--- src/rtl/core/iadb_pkg.sv ---
// Package for the IMA ADPCM byte decoder: nibble operation type, step table
// and index limits. No dependencies.

package iadb_pkg;

   // Highest legal step index
   localparam logic [6:0] IDX_MAX = 7'd88;

   // Saturation limits of the predictor
   localparam logic signed [17:0] PCM_MAX = 18'sd32767;
   localparam logic signed [17:0] PCM_MIN = -18'sd32768;

   // Standard IMA ADPCM step table, 89 entries
   localparam logic [14:0] STEP_TABLE [89] = '{
      15'd7,     15'd8,     15'd9,     15'd10,    15'd11,    15'd12,    15'd13,
      15'd14,    15'd16,    15'd17,    15'd19,    15'd21,    15'd23,    15'd25,
      15'd28,    15'd31,    15'd34,    15'd37,    15'd41,    15'd45,    15'd50,
      15'd55,    15'd60,    15'd66,    15'd73,    15'd80,    15'd88,    15'd97,
      15'd107,   15'd118,   15'd130,   15'd143,   15'd157,   15'd173,   15'd190,
      15'd209,   15'd230,   15'd253,   15'd279,   15'd307,   15'd337,   15'd371,
      15'd408,   15'd449,   15'd494,   15'd544,   15'd598,   15'd658,   15'd724,
      15'd796,   15'd876,   15'd963,   15'd1060,  15'd1166,  15'd1282,  15'd1411,
      15'd1552,  15'd1707,  15'd1878,  15'd2066,  15'd2272,  15'd2499,  15'd2749,
      15'd3024,  15'd3327,  15'd3660,  15'd4026,  15'd4428,  15'd4871,  15'd5358,
      15'd5894,  15'd6484,  15'd7132,  15'd7845,  15'd8630,  15'd9493,  15'd10442,
      15'd11487, 15'd12635, 15'd13899, 15'd15289, 15'd16818, 15'd18500, 15'd20350,
      15'd22385, 15'd24623, 15'd27086, 15'd29794, 15'd32767
   };

   // One nibble to decode, as passed from the front to the back
   typedef struct packed {
      logic [3:0]         code;
      logic               start;
      logic signed [15:0] init_sample;
      logic [6:0]         init_index;
      logic               pair_last;
      logic               block_end;
   } op_type;

endpackage

--- src/rtl/core/iadb_front.sv ---
// Front of the IMA ADPCM byte decoder: holds one code byte and splits it
// into two nibble operations, high nibble first. Depends on iadb_pkg.

module iadb_front (
   input  logic                clock,
   input  logic                reset,
   input  logic                req_valid,
   output logic                req_ready,
   input  logic [7:0]          req_code_byte,
   input  logic                req_start_block,
   input  logic signed [15:0]  req_initial_sample,
   input  logic [7:0]          req_initial_step_index,
   input  logic                req_last_byte,
   output logic                op_valid,
   input  logic                op_ready,
   output iadb_pkg::op_type    op
);

   logic               hold_valid_ff, hold_valid_in;
   logic               phase_ff, phase_in;
   logic [7:0]         byte_ff;
   logic               start_ff;
   logic signed [15:0] init_sample_ff;
   logic [6:0]         init_index_ff;
   logic               last_ff;
   logic               take;

   // Accept a new byte when empty or when the low nibble leaves this cycle
   assign req_ready = !hold_valid_ff || (phase_ff && op_ready);
   assign take      = req_valid && req_ready;

   // Advance the nibble phase and the hold flag
   always_comb begin
      hold_valid_in = hold_valid_ff;
      phase_in      = phase_ff;
      if (hold_valid_ff && op_ready) begin
         if (!phase_ff) begin
            phase_in = 1'b1;
         end else begin
            phase_in      = 1'b0;
            hold_valid_in = 1'b0;
         end
      end
      if (take) begin
         hold_valid_in = 1'b1;
         phase_in      = 1'b0;
      end
   end

   always_ff @(posedge clock) begin
      if (reset) begin
         hold_valid_ff <= 1'b0;
         phase_ff      <= 1'b0;
      end else begin
         hold_valid_ff <= hold_valid_in;
         phase_ff      <= phase_in;
      end
   end

   // Capture the byte and clamp the starting index
   always_ff @(posedge clock) begin
      if (take) begin
         byte_ff        <= req_code_byte;
         start_ff       <= req_start_block;
         init_sample_ff <= req_initial_sample;
         init_index_ff  <= (req_initial_step_index > {1'b0, iadb_pkg::IDX_MAX}) ?
                           iadb_pkg::IDX_MAX : req_initial_step_index[6:0];
         last_ff        <= req_last_byte;
      end
   end

   // Build the nibble operation for the current phase
   always_comb begin
      op_valid       = hold_valid_ff;
      op.code        = phase_ff ? byte_ff[3:0] : byte_ff[7:4];
      op.start       = start_ff && !phase_ff;
      op.init_sample = init_sample_ff;
      op.init_index  = init_index_ff;
      op.pair_last   = phase_ff;
      op.block_end   = last_ff && phase_ff;
   end

endmodule

--- src/rtl/core/iadb_fifo.sv ---
// Short queue of nibble operations between the front and the back of the
// IMA ADPCM byte decoder. Depends on iadb_pkg.

module iadb_fifo #(
   parameter int DEPTH = 4
) (
   input  logic                clock,
   input  logic                reset,
   input  logic                push_valid,
   output logic                push_ready,
   input  iadb_pkg::op_type    push_op,
   output logic                pop_valid,
   input  logic                pop_ready,
   output iadb_pkg::op_type    pop_op
);

   localparam int PW = (DEPTH > 1) ? $clog2(DEPTH) : 1;
   localparam int CW = $clog2(DEPTH + 1);
   localparam logic [PW-1:0] LAST_PTR = PW'(DEPTH - 1);

   iadb_pkg::op_type entry_ff [DEPTH];
   logic [PW-1:0]    wr_ptr_ff, wr_ptr_in;
   logic [PW-1:0]    rd_ptr_ff, rd_ptr_in;
   logic [CW-1:0]    count_ff, count_in;
   logic             push, pop;

   assign push_ready = (count_ff != CW'(DEPTH));
   assign pop_valid  = (count_ff != '0);
   assign push       = push_valid && push_ready;
   assign pop        = pop_valid && pop_ready;
   assign pop_op     = entry_ff[rd_ptr_ff];

   // Advance pointers with wrap and track the fill count
   always_comb begin
      wr_ptr_in = wr_ptr_ff;
      rd_ptr_in = rd_ptr_ff;
      count_in  = count_ff;
      if (push) begin
         wr_ptr_in = (wr_ptr_ff == LAST_PTR) ? '0 : wr_ptr_ff + 1'b1;
      end
      if (pop) begin
         rd_ptr_in = (rd_ptr_ff == LAST_PTR) ? '0 : rd_ptr_ff + 1'b1;
      end
      if (push && !pop) begin
         count_in = count_ff + 1'b1;
      end else if (pop && !push) begin
         count_in = count_ff - 1'b1;
      end
   end

   always_ff @(posedge clock) begin
      if (reset) begin
         wr_ptr_ff <= '0;
         rd_ptr_ff <= '0;
         count_ff  <= '0;
      end else begin
         wr_ptr_ff <= wr_ptr_in;
         rd_ptr_ff <= rd_ptr_in;
         count_ff  <= count_in;
      end
   end

   // Store the pushed operation
   always_ff @(posedge clock) begin
      if (push) begin
         entry_ff[wr_ptr_ff] <= push_op;
      end
   end

endmodule

--- src/rtl/core/iadb_back.sv ---
// Back of the IMA ADPCM byte decoder: one nibble per cycle unless stalled, keeps
// predictor and step index, drives the result register. Depends on iadb_pkg.

module iadb_back (
   input  logic                clock,
   input  logic                reset,
   input  logic                op_valid,
   output logic                op_ready,
   input  iadb_pkg::op_type    op,
   output logic                rsp_valid,
   input  logic                rsp_ready,
   output logic signed [15:0]  rsp_pcm_sample,
   output logic                rsp_pair_last,
   output logic                rsp_block_end
);

   logic signed [15:0] pred_ff, pred_in;
   logic [6:0]         index_ff, index_in;
   logic               out_valid_ff, out_valid_in;
   logic signed [15:0] sample_ff;
   logic               pair_last_ff;
   logic               block_end_ff;

   logic               take;
   logic signed [15:0] pred_cur;
   logic [6:0]         index_cur;
   logic [14:0]        step;
   logic [16:0]        diff;
   logic signed [17:0] pred_x, diff_x, sum;
   logic signed [7:0]  adj, index_sum;

   // Take an operation when the result register is free or being drained
   assign op_ready = !out_valid_ff || rsp_ready;
   assign take     = op_valid && op_ready;

   // Decode one nibble
   always_comb begin
      pred_cur  = op.start ? op.init_sample : pred_ff;
      index_cur = op.start ? op.init_index : index_ff;
      step      = iadb_pkg::STEP_TABLE[index_cur];

      diff = 17'(step >> 3);
      if (op.code[2]) begin
         diff = diff + 17'(step);
      end
      if (op.code[1]) begin
         diff = diff + 17'(step >> 1);
      end
      if (op.code[0]) begin
         diff = diff + 17'(step >> 2);
      end

      pred_x = 18'(pred_cur);
      diff_x = signed'({1'b0, diff});
      sum    = op.code[3] ? (pred_x - diff_x) : (pred_x + diff_x);
      if (sum > iadb_pkg::PCM_MAX) begin
         pred_in = 16'sh7fff;
      end else if (sum < iadb_pkg::PCM_MIN) begin
         pred_in = 16'sh8000;
      end else begin
         pred_in = sum[15:0];
      end

      adj       = op.code[2] ? (signed'({5'b0, op.code[1:0], 1'b0}) + 8'sd2) : -8'sd1;
      index_sum = signed'({1'b0, index_cur}) + adj;
      if (index_sum < 8'sd0) begin
         index_in = '0;
      end else if (index_sum > signed'({1'b0, iadb_pkg::IDX_MAX})) begin
         index_in = iadb_pkg::IDX_MAX;
      end else begin
         index_in = index_sum[6:0];
      end
   end

   // Hold or drop the result valid flag
   always_comb begin
      out_valid_in = out_valid_ff;
      if (take) begin
         out_valid_in = 1'b1;
      end else if (rsp_ready) begin
         out_valid_in = 1'b0;
      end
   end

   always_ff @(posedge clock) begin
      if (reset) begin
         pred_ff      <= '0;
         index_ff     <= '0;
         out_valid_ff <= 1'b0;
      end else begin
         out_valid_ff <= out_valid_in;
         if (take) begin
            pred_ff  <= pred_in;
            index_ff <= index_in;
         end
      end
   end

   // Load the result register
   always_ff @(posedge clock) begin
      if (take) begin
         sample_ff    <= pred_in;
         pair_last_ff <= op.pair_last;
         block_end_ff <= op.block_end;
      end
   end

   assign rsp_valid      = out_valid_ff;
   assign rsp_pcm_sample = sample_ff;
   assign rsp_pair_last  = pair_last_ff;
   assign rsp_block_end  = block_end_ff;

endmodule

--- src/rtl/core/ima_adpcm_byte_decoder_top.sv ---
// IMA ADPCM byte decoder, top level: front, nibble queue and decode back.
// Depends on iadb_pkg, iadb_front, iadb_fifo and iadb_back.

// Each code byte yields two 16-bit samples, high nibble first; the second
// carries pair_last, and on a byte marked last_byte also block_end. A byte
// with start_block loads the predictor and the step index (clamped to 88)
// before its first nibble; otherwise decoding continues from the state left
// by the previous byte. Unless stalled, the back decodes one nibble per
// cycle, since each nibble needs the predictor and index left by the one
// before. A byte can be taken while the previous one is still being split;
// the nibble queue and the result register let input and output stall on
// their own. The first sample of a byte passes the front's byte register,
// the nibble queue and the result register before it is offered.

module ima_adpcm_byte_decoder_top #(
   parameter int QUEUE_DEPTH = 4
) (
   input  logic               clock,
   input  logic               reset,
   input  logic               req_valid,
   output logic               req_ready,
   input  logic [7:0]         req_code_byte,
   input  logic               req_start_block,
   input  logic signed [15:0] req_initial_sample,
   input  logic [7:0]         req_initial_step_index,
   input  logic               req_last_byte,
   output logic               rsp_valid,
   input  logic               rsp_ready,
   output logic signed [15:0] rsp_pcm_sample,
   output logic               rsp_pair_last,
   output logic               rsp_block_end
);

   logic             push_valid, push_ready;
   logic             pop_valid, pop_ready;
   iadb_pkg::op_type push_op, pop_op;

   // Split bytes into nibble operations
   iadb_front u_front (
      .clock                  (clock),
      .reset                  (reset),
      .req_valid              (req_valid),
      .req_ready              (req_ready),
      .req_code_byte          (req_code_byte),
      .req_start_block        (req_start_block),
      .req_initial_sample     (req_initial_sample),
      .req_initial_step_index (req_initial_step_index),
      .req_last_byte          (req_last_byte),
      .op_valid               (push_valid),
      .op_ready               (push_ready),
      .op                     (push_op)
   );

   // Queue nibble operations
   iadb_fifo #(
      .DEPTH (QUEUE_DEPTH)
   ) u_fifo (
      .clock      (clock),
      .reset      (reset),
      .push_valid (push_valid),
      .push_ready (push_ready),
      .push_op    (push_op),
      .pop_valid  (pop_valid),
      .pop_ready  (pop_ready),
      .pop_op     (pop_op)
   );

   // Decode nibbles into samples
   iadb_back u_back (
      .clock          (clock),
      .reset          (reset),
      .op_valid       (pop_valid),
      .op_ready       (pop_ready),
      .op             (pop_op),
      .rsp_valid      (rsp_valid),
      .rsp_ready      (rsp_ready),
      .rsp_pcm_sample (rsp_pcm_sample),
      .rsp_pair_last  (rsp_pair_last),
      .rsp_block_end  (rsp_block_end)
   );

   // A freshly accepted byte offers its high nibble first
   a_high_first : assert property (@(posedge clock) disable iff (reset)
      req_valid && req_ready |=> push_valid && !push_op.pair_last)
      else $error("accepted byte did not offer its high nibble next");

   // A reload only travels with the high nibble
   a_start_high : assert property (@(posedge clock) disable iff (reset)
      pop_valid && pop_op.start |-> !pop_op.pair_last)
      else $error("start reload attached to a low nibble");

   // Block end only on the second sample of a pair
   a_end_pair : assert property (@(posedge clock) disable iff (reset)
      rsp_valid && rsp_block_end |-> rsp_pair_last)
      else $error("block end flagged on a high-nibble sample");

endmodule
--- config.mk ---
export PLATFORM = sky130hd
export DESIGN_NAME = ima_adpcm_byte_decoder_top
export DESIGN_NICKNAME = d
export VERILOG_FILES = /design/src/rtl/core/iadb_pkg.sv /design/src/rtl/core/iadb_front.sv /design/src/rtl/core/iadb_fifo.sv /design/src/rtl/core/iadb_back.sv /design/src/rtl/core/ima_adpcm_byte_decoder_top.sv
export SDC_FILE = /design/constraint.sdc
export NUM_CORES = 1
export LEC_CHECK = 0
export ABC_AREA = 0
export BUFFER_PORTS_ARGS = -buffer_cell sky130_fd_sc_hd__buf_2
export CORE_ASPECT_RATIO = 1.2
export CORE_MARGIN = 3
export CORE_UTILIZATION = 32
export CTS_BUF_LIST = sky130_fd_sc_hd__clkbuf_2
export DETAILED_ROUTE_END_ITERATION = 16
export HOLD_SLACK_MARGIN = 0.15
export PLACE_DENSITY_LB_ADDON = 0.1
export SYNTH_ARGS = -nofsm -noshare
export SYNTH_HDL_FRONTEND = slang
export SYNTH_HIERARCHICAL = 1
export SYNTH_SLANG_ARGS = --single-unit
--- constraint.sdc ---
create_clock -name clock -period 10.54 [get_ports clock]
set_input_delay 1.054 -clock clock [delete_from_list [all_inputs] [get_ports clock]]
set_output_delay 1.054 -clock clock [all_outputs]
set_load 0.1 [all_outputs]
# --- Yosys cells after proc, flatten, opt, wreduce, memory -nomap -nowiden ---
# Memory sizes are Yosys's and may differ from the RTL's. A register that Yosys moved wholly into a read port is not among the register bits.
# Index checks and enable logic that the tools add are counted.
# W data, S select, Z words.
totals:
  reg_bits: 84
  latch_bits: 0
  ram_bits: 120
  rom_bits: 1920
  out_inout_bits: 20
  mem_count: 2
classes:
  add_sub_neg: 11
  mul: 0
  div_mod_pow: 0
  magnitude_cmp: 6
  n_eq_ne: 3
  n_shift: 0
  muxes: 28
  bitwise_logic: 1
  reduce_logical: 22
mem_list:
  columns: ["name", "depth", "width", "rd", "rd_clocked_by_memory_dff", "wr", "line", "text"]
  rows:
  - ["(no name shown)", 128, 15, 1, 0, 0, "iadb_back.sv:40", "step = iadb_pkg::STEP_TABLE[index_cur];"]
  - ["u_fifo.entry_ff", 4, 30, 1, 1, 1, "iadb_fifo.sv:21", "iadb_pkg::op_type entry_ff [DEPTH];"]
ops:
  columns: ["operator", "count"]
  rows:
  - ["$mux W17", 3]
  - ["$mux W16", 3]
  - ["$mux W15", 2]
  - ["$mux W7", 3]
  - ["$add A16 B18 Y18", 1]
  - ["$gt A18 B16 Y1 const B", 1]
  - ["$lt A18 B16 Y1 const B", 1]
  - ["$mux W18", 1]
  - ["$sub A16 B18 Y18", 1]
  - ["$add A17 B13 Y17", 1]
  - ["$add A17 B14 Y17", 1]
  - ["$add A12 B15 Y16", 1]
  - ["$add A8 B8 Y8", 1]
  - ["$ge A8 B8 Y1 const B", 1]
  - ["$gt A8 B7 Y1 const B", 1]
  - ["$gt A8 B8 Y1 const B", 1]
  - ["$logic_and A1 B1 Y1", 8]
  - ["$lt A8 B1 Y1 const B", 1]
  - ["$mux W1", 8]
  - ["$mux W2", 4]
  - ["$mux W8", 1]
  - ["$not A7 Y8", 1]
  - ["$reduce_bool A2 Y1", 4]
  - ["$mux W3", 2]
  - ["12 further kinds", 19]

# --- Longest topological paths before layout ---
# Gate-level depths: netlist of run 1.
logic_depth:
  depth_word: 16
  depth_mapped: 56
  mapped_depth_nobuf: 47

# --- By module ---
# Netlist of run 1, hierarchy kept.
by_module_without_submodules:
  columns: ["mod", "n_inst", "cells_per_inst", "area_per_inst_um2", "seq_area_each_um2"]
  rows:
  - ["iadb_back", 1, 1027, 7885.1, 1021.0]
  - ["iadb_fifo", 1, 204, 4789.6, 3783.6]
  - ["iadb_front", 1, 63, 1243.7, 1031.0]

# --- Least setup slack after synthesis of run 1 ---
# Ideal clock, no wire load.
synth_path:
  kind: "register to register"
  start: "register with a tool-made name"
  end: "register u_back.sample_ff[13], in the netlist u_back/rsp_pcm_sample[13], data pin"
  setup_ns: 0.263
  arrival_ns: 10.576
  path_slack_ns: -0.299
  stages_incl_launch_ff: 53
  path_buffers: 8
  synth_period_minus_slack_ns: 10.839
  cell_sequence: "dfxtp_1 -> buf_2 -> mux4_2 -> buf_6 -> buf_6 -> buf_6 -> buf_8 -> buf_2 -> nand2_1 -> o21a_1 -> inv_1 -> ha_1 -> clkbuf_1 -> nor3_1 -> a21oi_1 -> o2111ai_1 -> nand3_1 -> ha_1 -> [17 not listed] -> a21oi_1 -> xnor2_1 -> mux2_2 -> nor4b_2 -> and2_1 -> a2111oi_0 -> a211oi_1 -> xor2_1 -> ha_1 -> inv_1 -> a21oi_1 -> a41o_1 -> nor4_1 -> nor3_1 -> xnor3_2 -> buf_2 -> o21ai_0 -> nand2b_1"
synth_lines:
  columns: ["item", "line", "text"]
  rows:
  - ["to (signal assigned)", "iadb_back.sv:102", "sample_ff <= pred_in;"]
  - ["to (decl)", "iadb_back.sv:20", "logic signed [15:0] sample_ff;"]

==> impl_metrics.yaml, run 1 <==
placement:
  port_buffers: 57
  hpwl_mm: 30.0
  gp_congestion: 0.952
  placed_area_um2: 15600
  preCtsSetupSlack_ns: -0.0846
setup_path:
  crit_path_end_kind: "flip-flop"
  slowest_delay_ns: 0.62
  crit_slowest_cell: "mux4_2"
  crit_type: "reg2reg"
  cp.required_ns: 11.13
  worstPathMaxFanout: 11
  cp_data_arrival_time_ns: 10.67
  critPathLaunchType: "flip-flop"
cells_and_area:
  seq_area_um2: 5840
  final_util_pct: 37.9
  area_growth_pct: 16.8
  fillers: 4282
  layout-drive-gt1-share_pct: 28.3
  nNetsFinal: 1607
  fin_area_um2: 16300
  multiInputGateArea_um2: 7770
drt:
  routed_wl_mm: 39.9
  via_per_inst: 5.32
  drc: 0
  drt_iter0_drc: 564
  wl_per_cell_um: 19.4
  route.vias.total: 10900
  detail_route.first_pass.iterations: 6
  drtAntennaViolNets: 0
sta:
  setup_viol: 0
  tightest_slew_ns: 0.915
  drv_slew: 0
  max_slew_margin_pct: 39.0
  fin_crit_sh_pct: 95.6
  fin_skew_ns: 0.0378
  fin_ws_ns: 0.464
  period_needed_ns: 10.08
  final_hold_viol_count: 0
  rsz0062_at_grt: "yes"
  fmax_mhz: 99.2
global_routing:
  antenna_found_initial: 1
  grt_usage_pct: 17.0
  grt_start_max_net_pins: 38
  grt_overflow: 0
  grt_pass1_vias: 11100
  grt_pass1_wl_mm: 62.0
die:
  ios: 58
  die_height_um: 234
  rows: 83
  core_area_um2: 42900
  die-area_um2: 46000
  die_x_um: 196
  start_util_pct: 32.5
yosys:
  ys_warn_count: 6
  yosysMostFrequentCell: "edfxtp_1"
  synth_common_cells: "edfxtp_1, nor2_1, ha_1, a21oi_1, nand2_1"
  syn-num-nets: 1425
  synth_top_cell_area_share_pct: 36.9
  ys_types: 112
  postSynthCellCount: 1294
  synth-seq-cells: 206
  ys_async_sr_fraction_pct: 0
  synth_edf_count: 171
  synth-seq-area-share_pct: 41.9
  yosysTopAreaCell: "edfxtp_1"
  synthTopCellsByArea: "edfxtp_1, ha_1, dfxtp_1"
  netlist_area_um2: 13900
  avgSynthCellArea_um2: 10.8
  synth-main-ff-cell: "edfxtp_1"
clock_tree:
  cts_tree: "built"
  hold_buffers: 0
  ctsHtreeMaxLevel: 2
  cts_buffers: 44
  path_clk_slew_ns: 0.11
  cts_num_sinks: 206
  clockBufferDepth: 3
  insertion_delay_ns: 0.74
  clock-root-buffer: "clkbuf_2"
run:
  cap_violations: 0
worst_hold_path:
  hold_class: "in2reg"
run_status:
  status: "finished clean"
what timing repair did:
action / CTS / global route
gates resized for setup: 2 / 57
pin swaps: 0 / 12
endpoints found under the setup margin: 27 / 32
buffers inserted: 0 / 8
gates cloned: 0 / 1
layout by cell type (no fill, tap or decap), types with 29 or more instances in the layout:
master / count
xor2_1: 29
o21ai_0: 66
edfxtp_1: 171
nand2_1: 80
buf_2: 57
clkbuf_2: 70
ha_1: 82
buf_4: 136
a21oi_1: 77
inv_1: 44
dfxtp_1: 34
nand2b_1: 34
xnor2_1: 39
nor2_1: 117
mux4_2: 30
layer usage:
layer  routed length [um]  track usage [%]  share of wire [%]  vias to the layer above
met1                17400             21.3                 44                     5250
met4                 1780             7.47                4.5                        0
li1                     -                -                  -                     5294
met2                19400             29.7                 49                      298
met5                    0                0                  0                        -
met3                 1360             1.77                3.4                      105
flip-flops by register name (all words and copies together), names as in the netlist, named ones only:
name / flops
u_front/init_sample_ff: 16
u_front/last_ff: 1
u_back/rsp_pcm_sample: 16
u_front/init_index_ff: 7
u_back/pred_ff: 16
u_front/start_ff: 1
u_fifo/rd_ptr_ff: 2
u_front/byte_ff: 8
u_back/index_ff: 7
u_fifo/entry_ff: 120
u_front/phase_ff: 1
u_back/rsp_pair_last: 1
u_front/op_valid: 1
u_fifo/count_ff: 3
u_back/rsp_valid: 1
u_back/rsp_block_end: 1
u_fifo/wr_ptr_ff: 2
through the flow:
step / std cells / hold slack [ns] / TNS (ns)
after floorplan: 1294 / 0.453 / 0
after global placement: 1973 / 0.478 / -1.28
after detailed placement: 1973 / 0.484 / -0.663
after CTS: 2049 / 0.371 / 0
after global routing: 2059 / 0.389 / -0.667
final: 2059 / 0.492 / 0
critical path, delay by kind of cell (launching register included):
family	cells	cell delay [ns]
buffers and inverters	7	1.10
adder cells (fa/ha/maj)	5	1.45
flip-flops	1	0.37
XOR/XNOR	5	0.98
AND/OR/NAND/NOR	5	0.76
multiplexers	4	1.46
AO/OA/AOI/OAI	21	3.78
area by class of cell:
class / count / share of cell area, %
Multi-Input combinational cell: 973 / 47.8
Antenna cell: 1 / 0.0154
Timing Repair Buffer: 196 / 8.29
Tap cell: 552 / 4.25
Clock inverter: 6 / 0.300
Clock buffer: 70 / 2.15
Inverter: 55 / 1.29
Sequential cell: 206 / 35.9
worst paths after layout:
| check | depth (start not counted) | slack, ns | startpoint | endpoint |
|---|---|---|---|---|
| worst max-delay path | 47 | 0.46 | flip-flop | u_back/pred_ff[2] |
| worst min-delay path | 1 | 0.49 | req_code_byte[2] | u_front/byte_ff[2] |
| worst max register to register | 47 | 0.46 | flip-flop | u_back/pred_ff[2] |
| worst min register to register | 0 | 0.50 | u_front/init_index_ff[2] | u_fifo/entry_ff[0][4] |
cells by family (layout without fill, tap and decap cells):
group / Yosys count / after routing / share of synthesized area [%]
adder cells (fa/ha/maj): 93 / 93 / 8.68
other: 0 / 1 / 0
AND/OR/NAND/NOR: 355 / 355 / 12.8
XOR/XNOR: 70 / 70 / 4.57
AO/OA/AOI/OAI: 376 / 377 / 19.1
buffers and inverters: 116 / 327 / 3.82
flip-flops: 206 / 206 / 41.9
multiplexers: 78 / 78 / 9.04
Power of run 1 is not shown: default switching activity piles up to over one toggle a cycle in this logic, so the estimate is an artifact.
==> run 2, diff against run 1 <==
CORE_ASPECT_RATIO = 0.8   (was 1.2)
==> run 2 against run 1 <==
Worst hold slack lost 0.040 ns. Final area rose by 2.2%. Utilization up 1.3 points. Flip-flop and latch count unchanged.
==> impl_metrics.yaml, run 2 (synthesized netlist as in run 1, its figures left out) <==
run_status:
  status: "finished clean"
placement:
  preCtsSetupSlack_ns: -0.115
  hpwl_mm: 30.8
  port_buffers: 57
  gp_congestion: 0.902
clock_tree:
  hold_buffers: 0
  ctsHtreeMaxLevel: 2
  clock-root-buffer: "clkbuf_2"
  cts_buffers: 48
  path_clk_slew_ns: 0.11
  cts_num_sinks: 206
  cts_tree: "built"
  clockBufferDepth: 3
  insertion_delay_ns: 0.77
worst_hold_path:
  hold_class: "in2reg"
  whs_path_depth: 1
sta:
  fin_crit_sh_pct: 94.8
  fin_skew_ns: 0.0332
  drv_slew: 0
  fin_ws_ns: 0.543
  finalSetupTns_ns: 0
  fmax_mhz: 100
  max_slew_margin_pct: 39.0
  final_hold_viol_count: 0
  tightest_slew_ns: 0.915
  setup_viol: 0
  period_needed_ns: 10.0
setup_path:
  critPathLaunchType: "flip-flop"
  r2r_end: "u_back/pred_ff[11]"
  slowest_delay_ns: 0.62
  cp-endpoint: "u_back/pred_ff[11]"
  worstPathMaxFanout: 12
  crit_type: "reg2reg"
  crit_slowest_cell: "mux4_2"
  reg2reg_slack_ns: 0.54
  cp.required_ns: 11.21
  cp_data_arrival_time_ns: 10.66
  rr_worst_depth: 45
  crit_path_end_kind: "flip-flop"
  cp_common_cell: "buf_4"
die:
  ios: 58
  die_height_um: 193
  die-area_um2: 46000
  core_area_um2: 42400
  rows: 67
  start_util_pct: 32.8
  die_x_um: 239
drt:
  drtAntennaViolNets: 0
  route.vias.total: 11100
  detail_route.first_pass.iterations: 5
  routed_wl_mm: 42.0
  drc: 0
  drt_iter0_drc: 823
  via_per_inst: 5.38
  wl_per_cell_um: 20.2
cells_and_area:
  nNetsFinal: 1616
  largest_register: "u_fifo/entry_ff"
  area_growth_pct: 19.4
  layout_commonest_cell: "edfxtp_1"
  layout-drive-gt1-share_pct: 31.5
  final_cell_mix: "edfxtp_1, buf_4, nor2_1"
  largest_reg_flops: 120
global_routing:
  antenna_found_initial: 1
  grt_pass1_wl_mm: 64.3
  grt_start_max_net_pins: 38
  grt_overflow: 0
  grt_usage_pct: 18.0
  grt_pass1_vias: 11000
run:
  cap_violations: 0
## run 2: metrics by stage
step	cell area, um^2	hold slack (ns)	utilization, %	std cells
2_1_floorplan	13900	0.453	-	1294
3_3_place_gp	15500	0.481	36.6	1965
3_5_place_dp	15500	0.485	36.6	1965
4_1_cts	16000	0.370	37.8	2054
5_1_grt	16600	0.335	39.2	2074
6_report	16600	0.452	39.2	2074
## run 2: metal layers
metal	track usage (%)	part of all wire, %	vias to the layer above
met5	0	0	-
met4	4.97	2.3	0
met3	2.71	5.9	73
met2	26.8	42	369
met1	27.1	49	5373
li1	-	-	5334
## run 2: how the worst min path moves through the flow
stage / end / start / slack (ns)
CTS: u_front/init_sample_ff[6] / req_initial_sample[6] / 0.37
detailed placement: u_fifo/entry_ff[2][8] / u_front/init_index_ff[6] / 0.49
finish: u_front/byte_ff[7] / req_code_byte[7] / 0.45
floorplan: u_back/pred_ff[1] / u_back/pred_ff[1] / 0.45
global route: u_front/init_sample_ff[9] / req_initial_sample[9] / 0.33
global placement: u_fifo/entry_ff[3][12] / u_front/init_sample_ff[3] / 0.48
## run 2: layout make-up
| class | instances | area, um^2 |
|---|---|---|
| clock inverter | 4 | 18.8 |
| antenna | 1 | 2.50 |
| fill | 4211 | 25800 |
| clock buffer | 82 | 410 |
| multi-input combinational | 974 | 7990 |
| timing repair buffer | 200 | 1450 |
| inverter | 55 | 211 |
| sequential | 206 | 5840 |
| tap | 552 | 691 |
## run 2: timing repair
| item | CTS | global route |
|---|---|---|
| gates resized for setup | 14 | 101 |
| cloned | 2 | 2 |
| buffers inserted | 1 | 17 |
| endpoints found under the setup margin | 27 | 32 |
| pin swaps | 0 | 26 |
## run 2: critical path, delay by kind of cell, from the launching register on
| kind | cells | cell delay [ns] |
|---|---|---|
| AOI/OAI and AO/OA | 19 | 3.76 |
| buffers and inverters | 7 | 1.16 |
| adders and majority gates | 6 | 1.76 |
| DFF | 1 | 0.40 |
| and+or+nand+nor | 10 | 1.73 |
| muxes | 2 | 0.82 |
| xor gates and xnor gates | 1 | 0.27 |
Power of run 2 is left out for the same reason.
==> run 3, diff against run 2 <==
CELL_PAD_IN_SITES_DETAIL_PLACEMENT = 0   (was not set)
CELL_PAD_IN_SITES_GLOBAL_PLACEMENT = 1   (was not set)
SKIP_CTS_REPAIR_TIMING = 1   (was not set)
==> run 3 against run 2 <==
Routed wire length is 0.67% lower. Via count is 0.25% higher. Clock skew is 0.0037 ns lower. Final area grew 0.72%. First-iteration DRC count down 1.6%. Die area is the same. Critical path type unchanged. Register-to-register slack better by 0.11 ns. Global-route usage hardly changed. Largest cell class unchanged. Final cell count grew 1.5%.
==> impl_metrics.yaml, run 3 (synthesized netlist as in run 1, its figures left out) <==
run_status:
  status: "finished clean"
die:
  rows: 67
  ios: 58
  die_x_um: 239
  die_height_um: 193
  die-area_um2: 46000
  start_util_pct: 32.8
  core_area_um2: 42400
clock_tree:
  cts_tree: "built"
  cts_num_sinks: 206
  clock-root-buffer: "clkbuf_2"
  ctsHtreeMaxLevel: 2
  path_clk_slew_ns: 0.11
  clockBufferDepth: 3
  insertion_delay_ns: 0.80
  cts_buffers: 51
sta:
  fin_skew_ns: 0.0295
  hold_slack_ns: 0.419
  period_needed_ns: 9.89
  setup_viol: 0
  fmax_mhz: 101
  finalSetupTns_ns: 0
  tightest_slew_ns: 0.918
  fin_crit_sh_pct: 93.8
  max_slew_margin_pct: 38.8
  final_hold_viol_count: 0
  drv_slew: 0
cells_and_area:
  area_growth_pct: 20.2
  largest_register: "u_fifo/entry_ff"
  stdcell_count: 2105
  final_util_pct: 39.4
  final_cell_mix: "edfxtp_1, buf_4, nor2_1"
  nNetsFinal: 1643
  largest_reg_flops: 120
  layout_commonest_cell: "edfxtp_1"
  layout-drive-gt1-share_pct: 31.8
setup_path:
  worstPathMaxFanout: 6
  cp.required_ns: 11.10
  critical_path.top_delay_family: "compound AO/OA/AOI/OAI gates"
  critPathLaunchType: "flip-flop"
  cp_common_cell: "buf_4"
  critPathBufInv: 7
  slowest_delay_ns: 0.60
  crit_path_end_kind: "flip-flop"
  crit_slowest_cell: "mux4_2"
  cp_data_arrival_time_ns: 10.45
  crit_type: "reg2reg"
drt:
  detail_route.first_pass.iterations: 5
  routed_wl_mm: 41.7
  wl_per_cell_um: 19.8
  drtAntennaViolNets: 0
  route.vias.total: 11200
  drt_iter0_drc: 810
  drc: 0
  via_per_inst: 5.31
global_routing:
  grt_usage_pct: 18.0
  grt_overflow: 0
  grt_pass1_vias: 10900
  grt_start_max_net_pins: 38
  grt_pass1_wl_mm: 64.4
  antenna_found_initial: 1
placement:
  gp_congestion: 0.945
  placedCellCount: 1985
  hpwl_mm: 30.9
  port_buffers: 57
worst_hold_path:
  hold_class: "in2reg"
run:
  cap_violations: 0
-- run 3: cell types whose count changed in the layout (fill, tap and decap cells not counted), moves of 3 or more --
cell / delta
a21boi_1: +3
buf_4: +24
clkbuf_2: -3
clkinv_1: +7
ha_2: +6
ha_4: -4
o21ai_0: -5
o21ai_1: +4
-- run 3: per-stage QoR --
stage                     worst slack (ns)  cell area [um^2]
final                                0.649             16700
after global routing               -0.0937             16700
after CTS                           -0.206             16100
after detailed placement           -0.0934             15700
after global placement              -0.142             15700
after floorplan                     0.0221             13900
-- run 3: final cells by class --
class	instances	area (um^2)
fillers	4227	25700
multi-input cells	972	7890
flip-flops and latches	206	5840
repair buffers	226	1660
well taps	552	691
clock buffers	79	395
inverters	55	206
clock inverters	14	58.8
diodes	1	2.50
-- run 3: worst paths after layout --
check / cells after the start / slack (ns) / startpoint / end
setup / recovery: 47 / 0.65 / flip-flop / u_back/rsp_pcm_sample[3]
setup reg to reg: 47 / 0.65 / flip-flop / u_back/rsp_pcm_sample[3]
hold reg to reg: 0 / 0.50 / u_front/init_sample_ff[13] / u_fifo/entry_ff[3][22]
hold / removal: 1 / 0.42 / req_initial_sample[14] / u_front/init_sample_ff[14]
-- run 3: worst register-to-register path, delay by kind of cell (launching register included) --
kind                     cells  cell delay, ns
flip-flops                   1            0.37
buffers and inverters        7            1.03
adder cells (fa/ha/maj)      5            1.50
AND/OR/NAND/NOR              8            1.31
XOR/XNOR                     4            0.61
multiplexers                 6            1.79
AO/OA/AOI/OAI               17            3.03
-- run 3: routing by layer --
layer / vias to the layer above / GRT usage [%] / wire length, um
met5: - / 0 / 0
met4: 0 / 4.70 / 819
met3: 57 / 2.69 / 1990
met2: 314 / 27.3 / 18000
met1: 5420 / 26.9 / 20800
li1: 5386 / - / -
Power of run 3 is left out for the same reason.
